<file path="src/rtl/core/rfpe_pkg.sv">
`timescale 1ns / 1ps
`default_nettype none
// ----------------------------------------------------------------------------
// rfpe_pkg
// Types and constants shared by the remote frame pulse encoder modules.
// ----------------------------------------------------------------------------
package rfpe_pkg;

   localparam int LEN_W      = 16;
   localparam int ID_W       = 26;
   localparam int FRAME_W    = 36;
   localparam int BIT_IDX_W  = 6;
   localparam int LEVEL_W    = 5;
   localparam int DIM_W      = 4;
   localparam int CSR_IDX_W  = 3;
   localparam int CSR_DATA_W = 26;

   localparam logic [BIT_IDX_W-1:0] ID_BITS          = 6'd26;
   localparam logic [BIT_IDX_W-1:0] PLAIN_FRAME_BITS = 6'd32;
   localparam logic [BIT_IDX_W-1:0] DIM_FRAME_BITS   = 6'd36;
   localparam logic [BIT_IDX_W-1:0] DOUBLE_SHORT_BIT = 6'd27;

   localparam logic [LEVEL_W-1:0] DIM_LEVEL_MIN = 5'd1;
   localparam logic [LEVEL_W-1:0] DIM_LEVEL_MAX = 5'd16;

   localparam logic OP_TICK = 1'b0;
   localparam logic OP_SEND = 1'b1;

   localparam logic [CSR_IDX_W-1:0] CSR_CLIENT_ID  = 3'd0;
   localparam logic [CSR_IDX_W-1:0] CSR_UNIT_LEN   = 3'd1;
   localparam logic [CSR_IDX_W-1:0] CSR_LONG_LOW   = 3'd2;
   localparam logic [CSR_IDX_W-1:0] CSR_START_LOW  = 3'd3;
   localparam logic [CSR_IDX_W-1:0] CSR_END_LOW    = 3'd4;

   localparam logic [ID_W-1:0]  RST_CLIENT_ID = 26'd0;
   localparam logic [LEN_W-1:0] RST_UNIT_LEN  = 16'd250;
   localparam logic [LEN_W-1:0] RST_LONG_LOW  = 16'd1250;
   localparam logic [LEN_W-1:0] RST_START_LOW = 16'd2500;
   localparam logic [LEN_W-1:0] RST_END_LOW   = 16'd10000;

   typedef enum logic [2:0] {
      PH_IDLE   = 3'd0,
      PH_START  = 3'd1,
      PH_FIRST  = 3'd2,
      PH_SECOND = 3'd3,
      PH_END    = 3'd4
   } phase_type;

   typedef struct packed {
      logic               opcode;
      logic [1:0]         group_sel;
      logic [1:0]         device_sel;
      logic               turn_on;
      logic               dim_cmd;
      logic [LEVEL_W-1:0] dim_level;
   } item_type;

   typedef struct packed {
      logic pin_level;
      logic busy_res;
      logic rejected;
   } result_type;

   typedef struct packed {
      logic [ID_W-1:0]  client_id;
      logic [LEN_W-1:0] unit_length;
      logic [LEN_W-1:0] long_low_length;
      logic [LEN_W-1:0] start_low_length;
      logic [LEN_W-1:0] end_low_length;
   } cfg_type;

endpackage
`default_nettype wire

</file>
<file path="src/rtl/core/rfpe_csr.sv">
`timescale 1ns / 1ps
`default_nettype none
// ----------------------------------------------------------------------------
// rfpe_csr
// Configuration registers: client id and the pulse and low lengths.
// ----------------------------------------------------------------------------
module rfpe_csr (
   input  wire logic                             clock,
   input  wire logic                             reset,
   input  wire logic                             csr_wen,
   input  wire logic [rfpe_pkg::CSR_IDX_W-1:0]   csr_index,
   input  wire logic [rfpe_pkg::CSR_DATA_W-1:0]  csr_wdata,
   output rfpe_pkg::cfg_type                     cfg
);
   import rfpe_pkg::*;

   cfg_type cfg_ff;
   cfg_type cfg_in;

   always_comb begin
      cfg_in = cfg_ff;
      if (csr_wen) begin
         case (csr_index)
            CSR_CLIENT_ID: cfg_in.client_id        = csr_wdata[ID_W-1:0];
            CSR_UNIT_LEN:  cfg_in.unit_length      = csr_wdata[LEN_W-1:0];
            CSR_LONG_LOW:  cfg_in.long_low_length  = csr_wdata[LEN_W-1:0];
            CSR_START_LOW: cfg_in.start_low_length = csr_wdata[LEN_W-1:0];
            CSR_END_LOW:   cfg_in.end_low_length   = csr_wdata[LEN_W-1:0];
            default:       cfg_in = cfg_ff;
         endcase
      end
   end

   always_ff @(posedge clock) begin
      if (reset) begin
         cfg_ff.client_id        <= RST_CLIENT_ID;
         cfg_ff.unit_length      <= RST_UNIT_LEN;
         cfg_ff.long_low_length  <= RST_LONG_LOW;
         cfg_ff.start_low_length <= RST_START_LOW;
         cfg_ff.end_low_length   <= RST_END_LOW;
      end else begin
         cfg_ff <= cfg_in;
      end
   end

   assign cfg = cfg_ff;

endmodule
`default_nettype wire

</file>
<file path="src/rtl/core/rfpe_in_stage.sv">
`timescale 1ns / 1ps
`default_nettype none
// ----------------------------------------------------------------------------
// rfpe_in_stage
// Input register: captures one request transaction per cycle while it is empty or advancing.
// ----------------------------------------------------------------------------
module rfpe_in_stage (
   input  wire logic                  clock,
   input  wire logic                  reset,
   input  wire logic                  req_tvalid,
   output logic                       req_tready,
   input  wire rfpe_pkg::item_type    req_item,
   input  wire logic                  advance,
   output logic                       item_valid,
   output rfpe_pkg::item_type         item
);
   import rfpe_pkg::*;

   logic     valid_ff;
   logic     valid_in;
   item_type item_ff;
   logic     take;

   assign req_tready = !valid_ff || advance;
   assign take       = req_tvalid && req_tready;

   always_comb begin
      valid_in = valid_ff;
      if (take) begin
         valid_in = 1'b1;
      end else if (advance) begin
         valid_in = 1'b0;
      end
   end

   always_ff @(posedge clock) begin
      if (reset) begin
         valid_ff <= 1'b0;
      end else begin
         valid_ff <= valid_in;
      end
   end

   always_ff @(posedge clock) begin
      if (take) begin
         item_ff <= req_item;
      end
   end

   assign item_valid = valid_ff;
   assign item       = item_ff;

endmodule
`default_nettype wire

</file>
<file path="src/rtl/core/rfpe_sequencer.sv">
`timescale 1ns / 1ps
`default_nettype none
// ----------------------------------------------------------------------------
// rfpe_sequencer
// Frame builder and pulse sequencer: one command or tick per fire.
// ----------------------------------------------------------------------------
module rfpe_sequencer #(
   parameter int FRAME_REPEATS = 4
) (
   input  wire logic             clock,
   input  wire logic             reset,
   input  wire logic             fire,
   input  wire rfpe_pkg::item_type item,
   input  wire rfpe_pkg::cfg_type  cfg,
   output rfpe_pkg::result_type  result
);
   import rfpe_pkg::*;

   localparam int RPT_W = $clog2(FRAME_REPEATS + 1);
   localparam logic [RPT_W-1:0] RPT_LAST = RPT_W'(FRAME_REPEATS - 1);

   logic [FRAME_W-1:0]   frame_ff, frame_in;
   logic                 dim_ff, dim_in;
   logic [BIT_IDX_W-1:0] bit_ff, bit_in;
   phase_type            phase_ff, phase_in;
   logic                 pulse_ff, pulse_in;
   logic [LEN_W-1:0]     tick_ff, tick_in;
   logic [RPT_W-1:0]     repeat_ff, repeat_in;
   logic                 active_ff, active_in;

   logic                 cur_bit;
   logic                 short_low;
   logic [LEN_W-1:0]     low_len;
   logic [LEN_W-1:0]     len_sel;
   logic [LEN_W-1:0]     len_eff;
   logic [LEN_W-1:0]     tick_inc;
   logic                 part_done;
   logic [BIT_IDX_W-1:0] bit_inc;
   logic [BIT_IDX_W-1:0] nbits;
   logic [DIM_W-1:0]     dim_val;
   logic [LEVEL_W-1:0]   level_m1;
   logic                 level_ok;

   // low period length of the current part
   assign cur_bit   = frame_ff[bit_ff];
   assign short_low = (phase_ff == PH_FIRST) == cur_bit;

   always_comb begin
      case (phase_ff)
         PH_START: low_len = cfg.start_low_length;
         PH_END:   low_len = cfg.end_low_length;
         default: begin
            if ((dim_ff && (bit_ff == DOUBLE_SHORT_BIT)) || short_low) begin
               low_len = cfg.unit_length;
            end else begin
               low_len = cfg.long_low_length;
            end
         end
      endcase
   end

   assign len_sel   = pulse_ff ? cfg.unit_length : low_len;
   assign len_eff   = (len_sel == '0) ? LEN_W'(1) : len_sel;
   assign tick_inc  = tick_ff + LEN_W'(1);
   assign part_done = (tick_inc >= len_eff) || (tick_inc == '0);
   assign bit_inc   = bit_ff + BIT_IDX_W'(1);
   assign nbits     = dim_ff ? DIM_FRAME_BITS : PLAIN_FRAME_BITS;
   assign level_m1  = item.dim_level - DIM_LEVEL_MIN;
   assign dim_val   = level_m1[DIM_W-1:0];
   assign level_ok  = (item.dim_level >= DIM_LEVEL_MIN) && (item.dim_level <= DIM_LEVEL_MAX);

   // next state
   always_comb begin
      frame_in  = frame_ff;
      dim_in    = dim_ff;
      bit_in    = bit_ff;
      phase_in  = phase_ff;
      pulse_in  = pulse_ff;
      tick_in   = tick_ff;
      repeat_in = repeat_ff;
      active_in = active_ff;
      if (fire) begin
         if (item.opcode == OP_SEND) begin
            if (!active_ff) begin
               for (int i = 0; i < ID_W; i++) begin
                  frame_in[ID_W - 1 - i] = cfg.client_id[i];
               end
               frame_in[26] = 1'b1;
               if (!item.dim_cmd) begin
                  frame_in[27] = !item.turn_on;
               end
               frame_in[28] = item.group_sel[1];
               frame_in[29] = item.group_sel[0];
               frame_in[30] = item.device_sel[1];
               frame_in[31] = item.device_sel[0];
               if (item.dim_cmd && level_ok) begin
                  for (int i = 0; i < DIM_W; i++) begin
                     frame_in[FRAME_W - 1 - i] = dim_val[i];
                  end
               end
               dim_in    = item.dim_cmd;
               active_in = 1'b1;
               phase_in  = PH_START;
               pulse_in  = 1'b1;
               tick_in   = '0;
               bit_in    = '0;
               repeat_in = '0;
            end
         end else if (active_ff) begin
            tick_in = tick_inc;
            if (part_done) begin
               tick_in = '0;
               if (pulse_ff) begin
                  pulse_in = 1'b0;
               end else begin
                  pulse_in = 1'b1;
                  case (phase_ff)
                     PH_START: begin
                        bit_in   = '0;
                        phase_in = PH_FIRST;
                     end
                     PH_FIRST: phase_in = PH_SECOND;
                     PH_SECOND: begin
                        bit_in   = bit_inc;
                        phase_in = (bit_inc >= nbits) ? PH_END : PH_FIRST;
                     end
                     default: begin
                        if (repeat_ff == RPT_LAST) begin
                           phase_in  = PH_IDLE;
                           active_in = 1'b0;
                           pulse_in  = 1'b0;
                           repeat_in = '0;
                           bit_in    = '0;
                        end else begin
                           repeat_in = repeat_ff + RPT_W'(1);
                           phase_in  = PH_START;
                        end
                     end
                  endcase
               end
            end
         end
      end
   end

   // result
   always_comb begin
      result.pin_level = 1'b0;
      result.busy_res  = 1'b0;
      result.rejected  = 1'b0;
      if (item.opcode == OP_SEND) begin
         result.busy_res = 1'b1;
         if (active_ff) begin
            result.pin_level = pulse_ff;
            result.rejected  = 1'b1;
         end
      end else if (active_ff) begin
         result.pin_level = pulse_ff;
         result.busy_res  = 1'b1;
      end
   end

   always_ff @(posedge clock) begin
      if (reset) begin
         frame_ff  <= '0;
         dim_ff    <= 1'b0;
         bit_ff    <= '0;
         phase_ff  <= PH_IDLE;
         pulse_ff  <= 1'b0;
         tick_ff   <= '0;
         repeat_ff <= '0;
         active_ff <= 1'b0;
      end else begin
         frame_ff  <= frame_in;
         dim_ff    <= dim_in;
         bit_ff    <= bit_in;
         phase_ff  <= phase_in;
         pulse_ff  <= pulse_in;
         tick_ff   <= tick_in;
         repeat_ff <= repeat_in;
         active_ff <= active_in;
      end
   end

`ifndef ASSERT_OFF
   a_active_phase: assert property (@(posedge clock) disable iff (reset)
      active_ff == (phase_ff != PH_IDLE))
      else $error("active flag and phase disagree");

   a_pulse_active: assert property (@(posedge clock) disable iff (reset)
      pulse_ff |-> active_ff)
      else $error("line high while idle");

   a_repeat_range: assert property (@(posedge clock) disable iff (reset)
      repeat_ff <= RPT_LAST)
      else $error("repeat count out of range");

   a_reject_holds: assert property (@(posedge clock) disable iff (reset)
      (fire && item.opcode == OP_SEND && active_ff) |=> ($stable(frame_ff) && active_ff))
      else $error("dropped command changed the frame");

   a_send_starts: assert property (@(posedge clock) disable iff (reset)
      (fire && item.opcode == OP_SEND && !active_ff)
         |=> (phase_ff == PH_START && pulse_ff && tick_ff == '0))
      else $error("accepted command did not start a frame");
`endif

endmodule
`default_nettype wire

</file>
<file path="src/rtl/core/rf_remote_frame_pulse_encoder_top.sv">
`timescale 1ns / 1ps
`default_nettype none
// ----------------------------------------------------------------------------
// rf_remote_frame_pulse_encoder_top
// OOK pulse encoder for a self-learning 433 MHz remote control.
// ----------------------------------------------------------------------------
// One request transaction is either a time tick or a send command; every
// request yields exactly one response transaction with the data line level
// for that tick, the busy flag and the rejected flag. While the response side
// keeps up, a request is taken in every cycle: it is held in the input
// register, sequencer state updates as it moves into the result register,
// and its response is offered from there. A stalled response holds the
// input register, and with both registers full the request side stalls.
// A transmission is four frames of a start bit, 32 or 36 data bits of two
// physical bits each and an end bit, advanced by one tick per request.
// Configuration writes take effect on the next clock edge; write them only
// while no transaction is in flight.
// ----------------------------------------------------------------------------
module rf_remote_frame_pulse_encoder_top #(
   parameter int FRAME_REPEATS = 4
) (
   input  wire logic                             clock,
   input  wire logic                             reset,
   // request: tdata = group_sel[1:0], device_sel[3:2], turn_on[4],
   //          dim_cmd[5], dim_level[10:6], zero fill [15:11]
   input  wire logic                             req_tvalid,
   output logic                                  req_tready,
   input  wire logic [15:0]                      req_tdata,
   // request: tuser = opcode[0]
   input  wire logic                             req_tuser,
   // response: tdata = pin_level[0], busy_res[1], rejected[2], zero fill [7:3]
   output logic                                  rsp_tvalid,
   input  wire logic                             rsp_tready,
   output logic [7:0]                            rsp_tdata,
   input  wire logic                             csr_wen,
   input  wire logic [rfpe_pkg::CSR_IDX_W-1:0]   csr_index,
   input  wire logic [rfpe_pkg::CSR_DATA_W-1:0]  csr_wdata
);
   import rfpe_pkg::*;

   cfg_type    cfg;
   item_type   req_item;
   item_type   item;
   logic       item_valid;
   logic       advance;
   logic       fire;
   result_type result;

   result_type out_ff;
   logic       out_valid_ff;
   logic       out_valid_in;

   assign req_item.opcode     = req_tuser;
   assign req_item.group_sel  = req_tdata[1:0];
   assign req_item.device_sel = req_tdata[3:2];
   assign req_item.turn_on    = req_tdata[4];
   assign req_item.dim_cmd    = req_tdata[5];
   assign req_item.dim_level  = req_tdata[10:6];

   rfpe_csr u_csr (
      .clock     (clock),
      .reset     (reset),
      .csr_wen   (csr_wen),
      .csr_index (csr_index),
      .csr_wdata (csr_wdata),
      .cfg       (cfg)
   );

   rfpe_in_stage u_in_stage (
      .clock      (clock),
      .reset      (reset),
      .req_tvalid (req_tvalid),
      .req_tready (req_tready),
      .req_item   (req_item),
      .advance    (advance),
      .item_valid (item_valid),
      .item       (item)
   );

   rfpe_sequencer #(
      .FRAME_REPEATS (FRAME_REPEATS)
   ) u_sequencer (
      .clock  (clock),
      .reset  (reset),
      .fire   (fire),
      .item   (item),
      .cfg    (cfg),
      .result (result)
   );

   assign advance = !out_valid_ff || rsp_tready;
   assign fire    = item_valid && advance;

   always_comb begin
      out_valid_in = out_valid_ff;
      if (fire) begin
         out_valid_in = 1'b1;
      end else if (rsp_tready) begin
         out_valid_in = 1'b0;
      end
   end

   always_ff @(posedge clock) begin
      if (reset) begin
         out_valid_ff <= 1'b0;
      end else begin
         out_valid_ff <= out_valid_in;
      end
   end

   always_ff @(posedge clock) begin
      if (fire) begin
         out_ff <= result;
      end
   end

   assign rsp_tvalid = out_valid_ff;
   assign rsp_tdata  = {5'd0, out_ff.rejected, out_ff.busy_res, out_ff.pin_level};

endmodule
`default_nettype wire
</file>
<file path="config.mk">
export PLATFORM = sky130hd
export DESIGN_NAME = rf_remote_frame_pulse_encoder_top
export DESIGN_NICKNAME = d
export VERILOG_FILES = /design/src/rtl/core/rfpe_pkg.sv /design/src/rtl/core/rfpe_csr.sv /design/src/rtl/core/rfpe_in_stage.sv /design/src/rtl/core/rfpe_sequencer.sv /design/src/rtl/core/rf_remote_frame_pulse_encoder_top.sv
export SDC_FILE = /design/constraint.sdc
export NUM_CORES = 1
export LEC_CHECK = 0
export BUFFER_PORTS_ARGS = -buffer_cell sky130_fd_sc_hd__buf_2
export CAP_MARGIN = 0
export CORE_ASPECT_RATIO = 0.7
export CORE_MARGIN = 2
export CORE_UTILIZATION = 30
export CTS_BUF_LIST = sky130_fd_sc_hd__clkbuf_8 sky130_fd_sc_hd__clkbuf_16
export CTS_CLUSTER_SIZE = 24
export DETAILED_ROUTE_END_ITERATION = 6
export GPL_ROUTABILITY_DRIVEN = 0
export GPL_TIMING_DRIVEN = 0
export MAX_ROUTING_LAYER = met4
export REMOVE_ABC_BUFFERS = 1
export SYNTH_ARGS = -nofsm -noshare
export SYNTH_HDL_FRONTEND = slang
export SYNTH_HIERARCHICAL = 1
export SYNTH_SLANG_ARGS = --single-unit
</file>
<file path="constraint.sdc">
create_clock -name clock -period 11.95 [get_ports clock]
set_input_delay 1.7925 -clock clock [delete_from_list [all_inputs] [get_ports clock]]
set_output_delay 1.7925 -clock clock [all_outputs]
set_load 0.01 [all_outputs]
</file>
Word-level counts from Yosys, hierarchy flattened
Index checks and enable logic that the tools add are counted.
{ "totals": {"reg_bits": 174, "romBits": 0, "n_memories": 0, "elab_cells": 138, "ram_bits": 0, "latch_bits": 0} }
{ "op_classes": {"add_sub_neg": 4, "order_cmp": 5, "n_bitwise": 2, "div_mod_pow": 0, "n_mul": 0, "muxes": 52, "reduce_logical": 34, "shifts": 0, "n_eq_ne": 15} }
{ "op_table": {"columns": ["cell", "n"], "rows": [
  ["$mux 16", 7],
  ["$mux 3", 14],
  ["$mux 6", 6],
  ["$logic_not 16->1", 2],
  ["$pmux 16 s2", 1],
  ["$mux 1", 19],
  ["$pmux 6 s3", 1],
  ["$add 16x1->16 const B", 1],
  ["$ge 16x16->1", 1],
  ["$eq 3x2->1 const B", 5],
  ["$reduce_and 4->1", 3],
  ["$reduce_and 2->1", 5],
  ["$pmux 3 s3", 1],
  ["$reduce_bool 2->1", 4],
  ["$lt 6x7->1 const B", 1],
  ["$reduce_and 7->1", 1],
  ["$add 6x1->6 const B", 1],
  ["$bmux 1 s6", 1],
  ["$eq 3x1->1 const B", 2],
  ["$eq 3x3->1 const B", 2],
  ["$eq 6x5->1 const B", 1],
  ["$ge 6x6->1", 1],
  ["$ne 2x2->1 const B", 3],
  ["$reduce_and 3->1", 2],
  ["16 further kinds", 27]
]} }

Logic depth before layout (Yosys ltp)
Gate-level depths: netlist of run 1.
{ "logic_depth": {"word_depth": 14, "ltp_mapped": 23} }

By module
Netlist of run 1, hierarchy kept.
{ "by_module_without_submodules": {"columns": ["module", "cells_per_inst", "area_each_um2", "instances"], "rows": [
  ["rfpe_sequencer", 573, 4548.1, 1],
  ["rfpe_csr", 340, 3693.5, 1],
  ["rfpe_in_stage", 17, 415.4, 1],
  ["rf_remote_frame_pulse_encoder_top", 14, 186.4, 1]
]} }

Least setup slack after synthesis of run 1
OpenSTA, ideal clock, no wires.
{ "synth_path": {"path_kind": "register to register", "startpoint": "register u_sequencer.bit_ff[2]", "endpoint": "register u_sequencer.bit_ff[0]", "slack_ns": 7.540, "arrival_time_ns": 4.351, "required_ns": 11.891, "stages_incl_launch_ff": 21, "setup_time_ns": 0.059, "path_buffers": 2, "cell_sequence": "dfxtp_1 mux4_2 a21oi_1 a2111oi_4 nor3_2 nand3_1 a41o_1 buf_6 a222oi_1 a221o_1 ha_1 nand2b_1 a21o_1 a21oi_1 o211ai_1 a31oi_1 o211ai_1 buf_2 a21o_1 a21oi_1 mux2_2"} }
{ "synth_between": {"elab_chain_cells": 13, "word_cells_on_any_way": 15, "cone_classes": "order compare: 1; eq/ne: 2; mux: 6; reduce/logical: 6"} }
{ "synth_lines": {"columns": ["element", "line_no", "rtl"], "rows": [
  ["from (decl)", "rfpe_sequencer.sv:24", "logic [BIT_IDX_W-1:0] bit_ff, bit_in;"],
  ["from (signal assigned)", "rfpe_sequencer.sv:176", "bit_ff <= bit_in;"],
  ["$bmux 1 s6", "rfpe_sequencer.sv:45", "assign cur_bit = frame_ff[bit_ff];"],
  ["$mux 1 (implied by the code)", "rfpe_sequencer.sv:45", null],
  ["$eq 1x1->1", "rfpe_sequencer.sv:46", "assign short_low = (phase_ff == PH_FIRST) == cur_bit;"],
  ["$logic_or 1x1->1 *", "rfpe_sequencer.sv:53", "if ((dim_ff && (bit_ff == DOUBLE_SHORT_BIT)) || short_low) begin"],
  ["$mux 16 *", "rfpe_sequencer.sv:53", null],
  ["$pmux 16 s2 *", "rfpe_sequencer.sv:49", "case (phase_ff)"],
  ["$mux 16 *", "rfpe_sequencer.sv:62", "assign len_sel = pulse_ff ? cfg.unit_length : low_len;"],
  ["$logic_not 16->1", "rfpe_sequencer.sv:63", "assign len_eff = (len_sel == '0) ? LEN_W'(1) : len_sel;"],
  ["$mux 16 *", "rfpe_sequencer.sv:63", null],
  ["$ge 16x16->1 *", "rfpe_sequencer.sv:65", "assign part_done = (tick_inc >= len_eff) || (tick_inc == '0);"],
  ["$logic_or 1x1->1 *", "rfpe_sequencer.sv:65", null],
  ["$reduce_bool 2->1 (no source line) *", null, null],
  ["$reduce_and 7->1 (no source line) *", null, null]
]} }
Every way passes the cells marked *; elsewhere a longest branch is shown, timed or not. The select of a mux whose other input is x is not followed.
A chain may end at the register's enable or synchronous reset.

Worst setup path after layout of run 1
{ "layout_path": {"startpoint": "register u_sequencer.bit_ff[1]", "endpoint": "register u_sequencer.phase_ff[0]"} }
{ "layout_between": {"elab_chain_cells": 13, "word_cells_on_any_way": 15, "cone_classes": "order compare: 1; eq/ne: 2; mux: 6; reduce/logical: 6"} }
{ "layout_lines": {"columns": ["element", "line_no", "rtl"], "rows": [
  ["$bmux 1 s6", "rfpe_sequencer.sv:45", null],
  ["$mux 1 (implied by the code)", "rfpe_sequencer.sv:45", null],
  ["$eq 1x1->1", "rfpe_sequencer.sv:46", null],
  ["$logic_or 1x1->1 *", "rfpe_sequencer.sv:53", null],
  ["$mux 16 *", "rfpe_sequencer.sv:53", null],
  ["$pmux 16 s2 *", "rfpe_sequencer.sv:49", null],
  ["$mux 16 *", "rfpe_sequencer.sv:62", null],
  ["$logic_not 16->1", "rfpe_sequencer.sv:63", null],
  ["$mux 16 *", "rfpe_sequencer.sv:63", null],
  ["$ge 16x16->1 *", "rfpe_sequencer.sv:65", null],
  ["$logic_or 1x1->1 *", "rfpe_sequencer.sv:65", null],
  ["$reduce_bool 2->1 (no source line) *", null, null],
  ["$reduce_and 5->1 (no source line) *", null, null],
  ["to (signal assigned)", "rfpe_sequencer.sv:177", "phase_ff <= phase_in;"],
  ["to (decl)", "rfpe_sequencer.sv:25", "phase_type phase_ff, phase_in;"]
]} }
Marked as above.

==> results of run 1 <==
==> stage by stage <==
stage	area (um^2)	cells	hold slack, ps	total power [mW]	worst slack [ps]
after floorplan	8440	875	401	0.667	6820
after global placement	9160	1303	417	0.704	5000
after detailed placement	9240	1307	418	0.706	4980
after CTS	9870	1339	433	1.30	4910
after global routing	9880	1339	444	1.33	4410
final	9880	1339	429	1.29	4910
==> where the power goes <==
part / internal, mW / switching (mW)
registers: 0.600 / 0.00931
clock network: 0.357 / 0.235
logic: 0.0331 / 0.0507
total: 0.990 / 0.295
==> cells in the final DEF (no fill, tap or decap), types with 15 or more instances in the layout <==
master       n
a21oi_1     53
a221oi_1    15
a22oi_1     26
buf_2       49
clkbuf_16   19
dfxtp_1    159
edfxtp_1    15
ha_1        26
inv_1       15
mux2i_1     94
nand2_1     87
nand2b_1   100
nand3_1     15
nor2_1      85
==> routing by layer <==
layer  global-route usage, %  up-vias
li1                        -     3345
met1                    22.4     3272
met2                    19.6      134
met3                    3.23       17
met4                    3.68        0
met5                       -        -
==> worst max path at each step <==
stage	start	endpoint	slack, ps	depth (start not counted)
6_report	u_sequencer/bit_ff[1]	u_sequencer/phase_ff[0]	4910	18
3_3_place_gp	u_sequencer/bit_ff[1]	u_sequencer/phase_ff[0]	5000	18
5_1_grt	u_sequencer/bit_ff[1]	u_sequencer/phase_ff[0]	4410	18
3_5_place_dp	u_sequencer/bit_ff[1]	u_sequencer/phase_ff[0]	4980	18
4_1_cts	u_sequencer/bit_ff[1]	u_sequencer/phase_ff[0]	4910	18
2_1_floorplan	u_sequencer/bit_ff[1]	u_sequencer/phase_ff[2]	6820	18
==> worst max-delay path, cell delays in order (launching register included) <==
cell      delay [ps]
dfxtp_1          850
mux4_2           610
nor3_1           350
nor4_1           130
nor3_2           270
o21ai_0          180
nor3_2           870
a221oi_1         370
a221o_1          430
ha_1             270
nand2b_1          90
a21o_1           110
a21oi_1           70
o211ai_1         220
a31oi_1          140
o211ai_1         840
nor2b_1          650
o21ai_1          160
a221oi_1         310
==> cells by family after synthesis <==
logic type	count (synthesis)	share of synthesized area (%)
AO/OA/AOI/OAI	159	12.5
XOR/XNOR	21	2.08
adder cells (fa/ha/maj)	26	3.68
buffers and inverters	85	5.23
flip-flops	174	41.1
multiplexers	103	12.8
other	1	0.0424
AND/OR/NAND/NOR	375	22.6
==> area by class of cell <==
class	instances	area, um^2	share of cell area (%)
inverter	12	45.0	0.456
sequential	174	3630	36.8
clock buffer	20	489	4.95
clock inverter	12	139	1.41
multi-input combinational	689	4770	48.3
timing repair buffer	54	325	3.29
tap	378	473	4.79
==> Yosys cell counts (all sizes together) (3+ instances only) <==
master / instances
a21o: 7
a21oi: 55
a221oi: 15
a222oi: 3
a22o: 6
a22oi: 26
a31oi: 6
a32o: 3
and2: 11
and3: 4
and4: 7
buf: 34
clkbuf: 39
dfxtp: 159
edfxtp: 15
ha: 26
inv: 12
mux2i: 94
mux4: 8
nand2: 87
nand2b: 102
nand3: 15
nand4: 11
nand4bb: 3
nor2: 86
nor2b: 7
nor3: 13
nor4: 10
o211ai: 4
o21ai: 13
o22ai: 4
or3: 4
xnor2: 11
xor2: 10
==> state kept, by name, indices dropped and copies added (netlist names) <==
signal,cells
u_csr/cfg,90
u_sequencer/frame_ff,36
u_sequencer/tick_ff,16
u_in_stage/item,12
u_sequencer/bit_ff,6
rsp_tdata,3
u_sequencer/phase_ff,3
u_sequencer/repeat_ff,3
rsp_tvalid,1
u_in_stage/item_valid,1
u_sequencer/active_ff,1
u_sequencer/dim_ff,1
u_sequencer/pulse_ff,1
==> reports/metrics.yaml, run 1 <==
vias: 6768
grt_pass1_vias: 6379
dr_wl_met2_um: 8780
synth_area_leader_cell: "dfxtp_1"
grt_usage_pct: 14.8
clock_latency_ps: 440
ctsHoldBuffers: 0
seq_area_frac_synth_pct: 41.1
criticalPathCategory: "reg -> reg"
htreeDepth: 4
synth_ff_type: "dfxtp_1"
cts-resized-gates: 0
highest_layer: "met4"
antenna_found_initial: 0
cts_buffers: 17
num_antenna_cells: 0
min_path_cells: 1
synth.distinct_cells: 70
met1_length_um: 11900
num_io_pins: 61
fin_crit_ps: 7040
crit_path_end_kind: "register"
relSlewSlack_pct: 15.0
ant_nets: 0
worst_ep_arrival_time_ps: 7380
grt_max_degree: 146
status: "finished clean"
drc_errors: 0
core_mm2: 0.0290
portBuffers: 50
fp.dieArea_mm2: 0.0309
skew_ps: 7.47
worst_slew_pin_slew_ps: 1270
cts_sinks: 174
drt_iter0_drc: 538
async_flop_share_pct: 0
ys_ff_latch: 174
reg2reg_depth: 18
clockRootBuffer: "clkbuf_16"
avgSynthCellArea_um2: 9.37
power_density_mw_per_mm2: 130
overflow: 0
r2r_end: "u_sequencer/phase_ff[0]"
worstReg2RegStart: "u_sequencer/bit_ff[1]"
wl_per_cell_um: 16.3
fill_cells: 2963
cts_buffer_depth: 2
synth_area_mm2: 0.00884
slew_violations: 0
hp-class: "reg -> reg"
synthCells: 944
cts_tree: "done"
final-hold-violation-count: 0
path_max_fanout: 16
fin_setup_tns_ps: 0
min_to: "u_sequencer/frame_ff[27]"
routed_wl_um: 21900
dp_hpwl_um: 15100
drtPass1Iterations: 7
rrSetupSlack_ps: 4910
hp-start: "u_in_stage/item[6]"
wl_met3_um: 1040
ys_top_cells_by_area: "dfxtp_1 (36%), mux2i_1 (11%), nand2b_1 (7.1%)"
rsz0062_at_grt: "no"
path_clk_slew_ps: 70
grt_pass1_wl_um: 34900
min_period_over_period_pct: 58.9
area_growth_pct: 11.7
nNetsFinal: 1025
cp.required_ps: 12290
ys_warn_count: 6
avgViaCountPerCell: 5.05
critPathLaunchType: "register"
row_count: 52
start_util_pct: 30.5
p_leak_nw: 3.93
cts_setup_buffers: 0
vdd_drop_max_v: 0.0000865
die_w_um: 209
finalSetupViolCount: 0
fmax_mhz: 142
die_h_um: 148
synth_edf_count: 15
yosys.area.top_type_share_pct: 36.0
cap_violations: 0
fin_util_pct: 34.1
drive_gt1_share_pct: 11.7
(Power assumes the default switching activity.)
==> run 2, diff against run 1 <==
Settings changed: ABC_AREA from default to 1.
Clock period 11.95 ns to 7.3 ns, I/O delays scaled along.
==> reports/metrics.yaml, run 2 <==
relSlewSlack_pct: 6.44  # -8.6 points
area_growth_pct: 10.9
worst_slew_pin_slew_ps: 1400  # +124 ps
die_h_um: 150  # +1.3%
crit_path_end_kind: "register"
fin_setup_tns_ps: 0  # unchanged
start_util_pct: 30.4  # -0.18 points
vias: 8168  # +21%
synth.distinct_cells: 46  # -34%
final_common_cell: "nand2_1"
mostFrequentLayoutCells: "nand2_1 (311), nor2_1 (186), dfxtp_1 (159)"
crit_path_end: "u_sequencer/tick_ff[3]"
fin_crit_ps: 5650  # -1390 ps
fmax_mhz: 177  # +25%
drtPass1Iterations: 5  # -2
worstReg2RegStart: "u_sequencer/bit_ff[0]"
r2r_end: "u_sequencer/tick_ff[3]"
drive_gt1_share_pct: 9.74  # -1.9 points
seq_area_frac_synth_pct: 40.0  # -1.1 points
criticalPathCategory: "reg -> reg"
largest_reg_flops: 90  # unchanged
num_io_pins: 61  # unchanged
cp-startpoint: "u_sequencer/bit_ff[0]"
reg2reg_depth: 26  # +8
worst_ep_arrival_time_ps: 6020  # -1360 ps
avgViaCountPerCell: 4.73  # -6.4%
htreeDepth: 4  # unchanged
grt_pass1_wl_um: 39300  # +13%
pwr-share-seq_pct: 47.2  # -0.2 points
worst_path_max_delay_cell: "dfxtp_1"
yosys-top-cells-count: "nand2_1 (312), nor2_1 (188), dfxtp_1 (159), inv_1 (145), nand3_1 (133)"
yosys.area.top_type_share_pct: 35.1  # -0.94 points
cap_violations: 0  # unchanged
vdd_drop_max_v: 0.000124  # +43%
num_antenna_cells: 0  # unchanged
ant_nets: 0  # unchanged
synth_area_leader_cell: "dfxtp_1"
core_mm2: 0.0299  # +3.3%
critPathLaunchType: "register"
power_switching_mw: 0.579  # +96%
wl_per_cell_um: 14.0  # -14%
cpMostUsedCell: "nand2_1"
swShare_pct: 26.9  # +3.9 points
yosysMostFrequentCell: "nand2_1"
ys_warn_count: 6  # unchanged
cp.required_ps: 7670  # -4620 ps
fin_util_pct: 33.7  # -0.44 points
pwr-share-clk_pct: 41.4  # -4.6 points
status: "finished clean"
p_comb_share_pct: 11.4  # +4.9 points
cp.depth: 26  # +8
antenna_found_initial: 0  # unchanged
clockRootBuffer: "clkbuf_16"
cts_buffer_depth: 2  # unchanged
cts_buffers: 17  # unchanged
fp.dieArea_mm2: 0.0317  # +2.6%
routed_wl_um: 24200  # +11%
p_leak_nw: 4.47  # +14%
fill_cells: 3237  # +9.2%
power.internal_mw: 1.58  # +59%
cts_sinks: 174  # unchanged
dp_hpwl_um: 16000  # +5.7%
ctsHoldBuffers: 0  # unchanged
row_count: 53  # +1.9%
grt_usage_pct: 16.3  # +1.5 points
final-hold-violation-count: 0  # unchanged
rrSetupSlack_ps: 1650  # -3260 ps
grt_max_degree: 91  # -38%
power.total_mw: 2.16  # +68%
min_period_over_period_pct: 77.4  # +19 points
path_clk_slew_ps: 70  # about the same
slowest_delay_ps: 1000  # +130 ps
drt_iter0_drc: 783  # +46%
synth_edf_count: 15  # unchanged
grt_pass1_vias: 7467  # +17%
cts-resized-gates: 0  # unchanged
async_flop_share_pct: 0  # unchanged
slew_violations: 0  # unchanged
rsz0062_at_grt: "no"
cts_setup_buffers: 0  # unchanged
die_w_um: 212  # +1.3%
nNetsFinal: 1380  # +35%
ys_top_cells_by_area: "dfxtp_1 (35%), nand2_1 (13%), nor2_1 (7.8%)"
hp-class: "reg -> reg"
path_max_fanout: 27  # +11
cts_tree: "done"
portBuffers: 50  # unchanged
finalSetupViolCount: 0  # unchanged
placed_area_mm2: 0.00949  # +2.6%
clock_latency_ps: 440  # about the same
synth_ff_type: "dfxtp_1"
skew_ps: 8.50  # +1.03 ps
final_cell_area_mm2: 0.0101  # +2.0%
synthCells: 1299  # +38%
avgSynthCellArea_um2: 6.99  # -25%
synth_area_mm2: 0.00908  # +2.7%
drc_errors: 0  # unchanged
critPathTopFamily: "simple AND/OR/NAND/NOR gates"
ys_ff_latch: 174  # unchanged
crit_buf_inv: 2  # +2
overflow: 0  # unchanged
power_density_mw_per_mm2: 214  # +65%
-- run 2: changes by cell type after synthesis, moves of 11 or more --
| cell | change |
|---|---|
| nand2_1 | +225 |
| a22oi_1 | -26 |
| nand4_1 | +17 |
| o21ai_0 | +35 |
| nand3_1 | +118 |
| clkbuf_1 | -11 |
| nor2_1 | +102 |
| a21oi_1 | +15 |
| mux2i_1 | -94 |
| nand2b_1 | -100 |
| inv_1 | +133 |
-- run 2: worst min-delay path: cells and delay by family, from the launching register on --
kind                   cells  cell delay, ps
AOI/OAI and AO/OA          1              50
DFF                        1             310
buffers and inverters      1              50
-- run 2: worst min path at each step --
| stage | start | endpoint | slack, ps | cells past startpoint |
|---|---|---|---|---|
| global route | u_sequencer/frame_ff[32] | u_sequencer/frame_ff[32] | 470 | 2 |
| CTS | u_sequencer/frame_ff[32] | u_sequencer/frame_ff[32] | 460 | 2 |
| finish | u_sequencer/frame_ff[32] | u_sequencer/frame_ff[32] | 450 | 2 |
| detailed placement | u_sequencer/frame_ff[32] | u_sequencer/frame_ff[32] | 440 | 2 |
| global placement | u_sequencer/frame_ff[32] | u_sequencer/frame_ff[32] | 440 | 2 |
| floorplan | u_in_stage/item[6] | u_sequencer/frame_ff[27] | 400 | 1 |
-- run 2: metal layers --
metal / vias to the layer above / track usage, % / wire length, um
met5: - / - / 0
met4: 0 / 4.51 / 266
met3: 20 / 3.65 / 1870
met2: 255 / 22.3 / 9910
met1: 3731 / 23.8 / 12100
li1: 4162 / - / -
-- run 2: power groups by stage --
stage / registers [mW] / logic (mW) / clock network, mW
after detailed placement: 1.04 / 0.240 / 0
after CTS: 1.02 / 0.241 / 0.918
final: 1.02 / 0.245 / 0.894
after global routing: 1.02 / 0.276 / 0.957
after floorplan: 1.03 / 0.159 / 0
after global placement: 1.04 / 0.235 / 0
-- run 2: area by class of cell --
class                   instances  area [um^2]  share of cell area [%]
repair buffers                 52          285                    2.83
inverters                     153          579                    5.75
flip-flops and latches        174         3630                    36.1
clock inverters                10         88.8                   0.882
clock buffers                  20          478                    4.75
well taps                     412          515                    5.12
multi-input cells             905         4490                    44.6
-- run 2: cells by family (layout without fill, tap and decap cells) --
family | count (synthesis) | after routing | synth area share (%)
simple gates | 712 | 712 | 34.7
buf+inv | 224 | 235 | 10.9
flops | 174 | 174 | 40.0
compound gates | 144 | 144 | 8.97
fa+ha+maj | 26 | 26 | 3.58
xor+xnor | 18 | 18 | 1.82
other cells | 1 | 5 | 0.0413
-- run 2: stage by stage --
stage	hold WS [ps]	cells	setup WS [ps]
final	452	1726	1650
after floorplan	401	1232	3350
after global routing	469	1726	1070
after detailed placement	443	1695	1740
after global placement	438	1694	1160
after CTS	455	1725	1730
==> run 3, diff against run 2 <==
Clock period 7.3 ns to 5.06 ns, I/O delays scaled along.
==> reports/metrics.yaml, run 3 (synthesized netlist as in run 2, its figures left out) <==
status: "finished clean"
rsz0062_at_grt: "no"
cts_buffer_depth: 2  # unchanged
overflow: 0  # unchanged
relSlewSlack_pct: 3.72  # -2.7 points
final_cell_area_mm2: 0.0102  # +1.4%
cap_violations: 0  # unchanged
criticalPathCategory: "reg -> reg"
r2r_end: "u_sequencer/bit_ff[5]"
cp.required_ps: 5390  # -2280 ps
row_count: 53  # unchanged
dp_hpwl_um: 16000  # unchanged
fmax_mhz: 214  # +21%
largest_reg_flops: 90  # unchanged
portBuffers: 50  # unchanged
routed_wl_um: 24700  # +2.1%
final_common_cell: "nand2_1"
place_ws_ps: -496  # -2240 ps
path_clk_slew_ps: 60  # about the same
wl_per_cell_um: 14.2  # +1.4%
min_period_over_period_pct: 92.2  # +15 points
reg2reg_depth: 34  # +31%
avgViaCountPerCell: 4.73  # -0.11%
ctsHoldBuffers: 0  # unchanged
wl_met3_um: 1930  # +3.0%
power.total_mw: 3.12  # +45%
fin_setup_tns_ps: 0  # unchanged
slowest_delay_ps: 410  # -590 ps
num_io_pins: 61  # unchanged
fin_crit_ps: 4660  # -984 ps
drive_gt1_share_pct: 10.8  # +1.1 points
skew_ps: 10.3  # +1.84 ps
grt_usage_pct: 16.4  # +0.056 points
hp-class: "reg -> reg"
fp.dieArea_mm2: 0.0317  # unchanged
drtPass1Iterations: 6  # +1
die_h_um: 150  # unchanged
ant_nets: 0  # unchanged
final-hold-violation-count: 0  # unchanged
power_density_mw_per_mm2: 306  # +43%
fin_ws_ps: 395  # -1260 ps
cts_tree: "done"
highest_layer: "met4"
cp-startpoint: "u_sequencer/bit_ff[3]"
placed_area_mm2: 0.00949  # unchanged
htreeDepth: 4  # unchanged
crit_path_end_kind: "register"
core_mm2: 0.0299  # unchanged
met1_length_um: 12400  # +2.4%
num_antenna_cells: 0  # unchanged
antenna_found_initial: 0  # unchanged
cts_buffers: 17  # unchanged
grt_max_degree: 91  # unchanged
p_leak_nw: 4.54  # +1.7%
clock_latency_ps: 440  # about the same
path_max_fanout: 16  # -41%
slew_violations: 0  # unchanged
grt_pass1_wl_um: 39400  # +0.33%
worst_path_max_delay_cell: "dfxtp_1"
worst_slew_pin_slew_ps: 1440  # +40.7 ps
clockRootBuffer: "clkbuf_16"
cts_sinks: 174  # unchanged
finalSetupViolCount: 0  # unchanged
critPathLaunchType: "register"
area_growth_pct: 12.4
drc_errors: 0  # unchanged
vias: 8211  # +0.53%
start_util_pct: 30.4  # unchanged
nNetsFinal: 1391  # +0.80%
fill_cells: 3226  # -0.34%
rrSetupSlack_ps: 400  # -1260 ps
dr_wl_met2_um: 10000  # +1.2%
worst_ep_arrival_time_ps: 5000  # -1020 ps
worstReg2RegStart: "u_sequencer/bit_ff[3]"
hold_ws_ps: 453  # +0.750 ps
cpMostUsedCell: "nand2_1"
die_w_um: 212  # unchanged
crit_path_end: "u_sequencer/bit_ff[5]"
vdd_drop_max_v: 0.000179  # +44%
drt_iter0_drc: 775  # -1.0%
grt_pass1_vias: 7491  # +0.32%
mostFrequentLayoutCells: "nand2_1 (311), nor2_1 (186), dfxtp_1 (156)"
-- run 3: changes by cell type in the layout (fill, tap and decap cells not counted), moves of 2 or more --
cell | previous run | this run
dfxtp_4 | 0 | 2
nor2_4 | 9 | 11
buf_4 | 0 | 7
dfxtp_1 | 159 | 156
-- run 3: area by class of cell --
cell class              count  area (um^2)  share of cell area (%)
clock buffers              20          478                    4.68
clock inverters            10         88.8                   0.870
inverters                 153          579                    5.67
multi-input cells         906         4530                    44.4
flip-flops and latches    174         3640                    35.7
well taps                 412          515                    5.05
repair buffers             62          377                    3.69
-- run 3: worst min-delay path by stage --
stage / start / endpoint / slack (ps) / cells past startpoint
3_3_place_gp: u_sequencer/frame_ff[32] / u_sequencer/frame_ff[32] / 440 / 2
2_1_floorplan: u_in_stage/item[6] / u_sequencer/frame_ff[27] / 400 / 1
6_report: u_sequencer/frame_ff[32] / u_sequencer/frame_ff[32] / 450 / 2
5_1_grt: req_tdata[3] / u_in_stage/item[8] / 470 / 1
3_5_place_dp: u_sequencer/frame_ff[32] / u_sequencer/frame_ff[32] / 440 / 2
4_1_cts: u_sequencer/frame_ff[32] / u_sequencer/frame_ff[32] / 460 / 2
-- run 3: worst max-delay path, delay by kind of cell, from the launching register on --
family                     cells  cell delay (ps)
adders and majority gates      1              140
buffers and inverters          4              620
and+or+nand+nor               24             2670
DFF                            1              410
AOI/OAI and AO/OA              5              690
-- run 3: where the power goes --
group | internal [mW] | switching (mW) | total, mW | leakage, nW
sequential | 1.44 | 0.0291 | 1.47 | 1.44
clock | 0.727 | 0.563 | 1.29 | 0.290
combinational | 0.117 | 0.248 | 0.365 | 2.81
-- run 3: repair_timing --
| action | 4_1_cts | 5_1_grt |
|---|---|---|
| resized for setup | 2 | 7 |
| pin swaps | 1 | 4 |
| endpoints found under the hold margin | 0 | 0 |
| setup buffers | 2 | 8 |
| endpoints found under the setup margin | 30 | 30 |
| cloned | 0 | 1 |
-- run 3: layer usage --
metal | vias up | track usage, %
li1 | 4182 | -
met1 | 3766 | 23.9
met2 | 246 | 22.2
met3 | 17 | 3.80
met4 | 0 | 4.75
met5 | - | -
-- run 3: through the flow --
stage                     util (%)  cells
after detailed placement      31.7   1695
after floorplan                  -   1232
after CTS                     33.7   1727
after global routing          34.1   1737
final                         34.1   1737
after global placement        31.6   1694
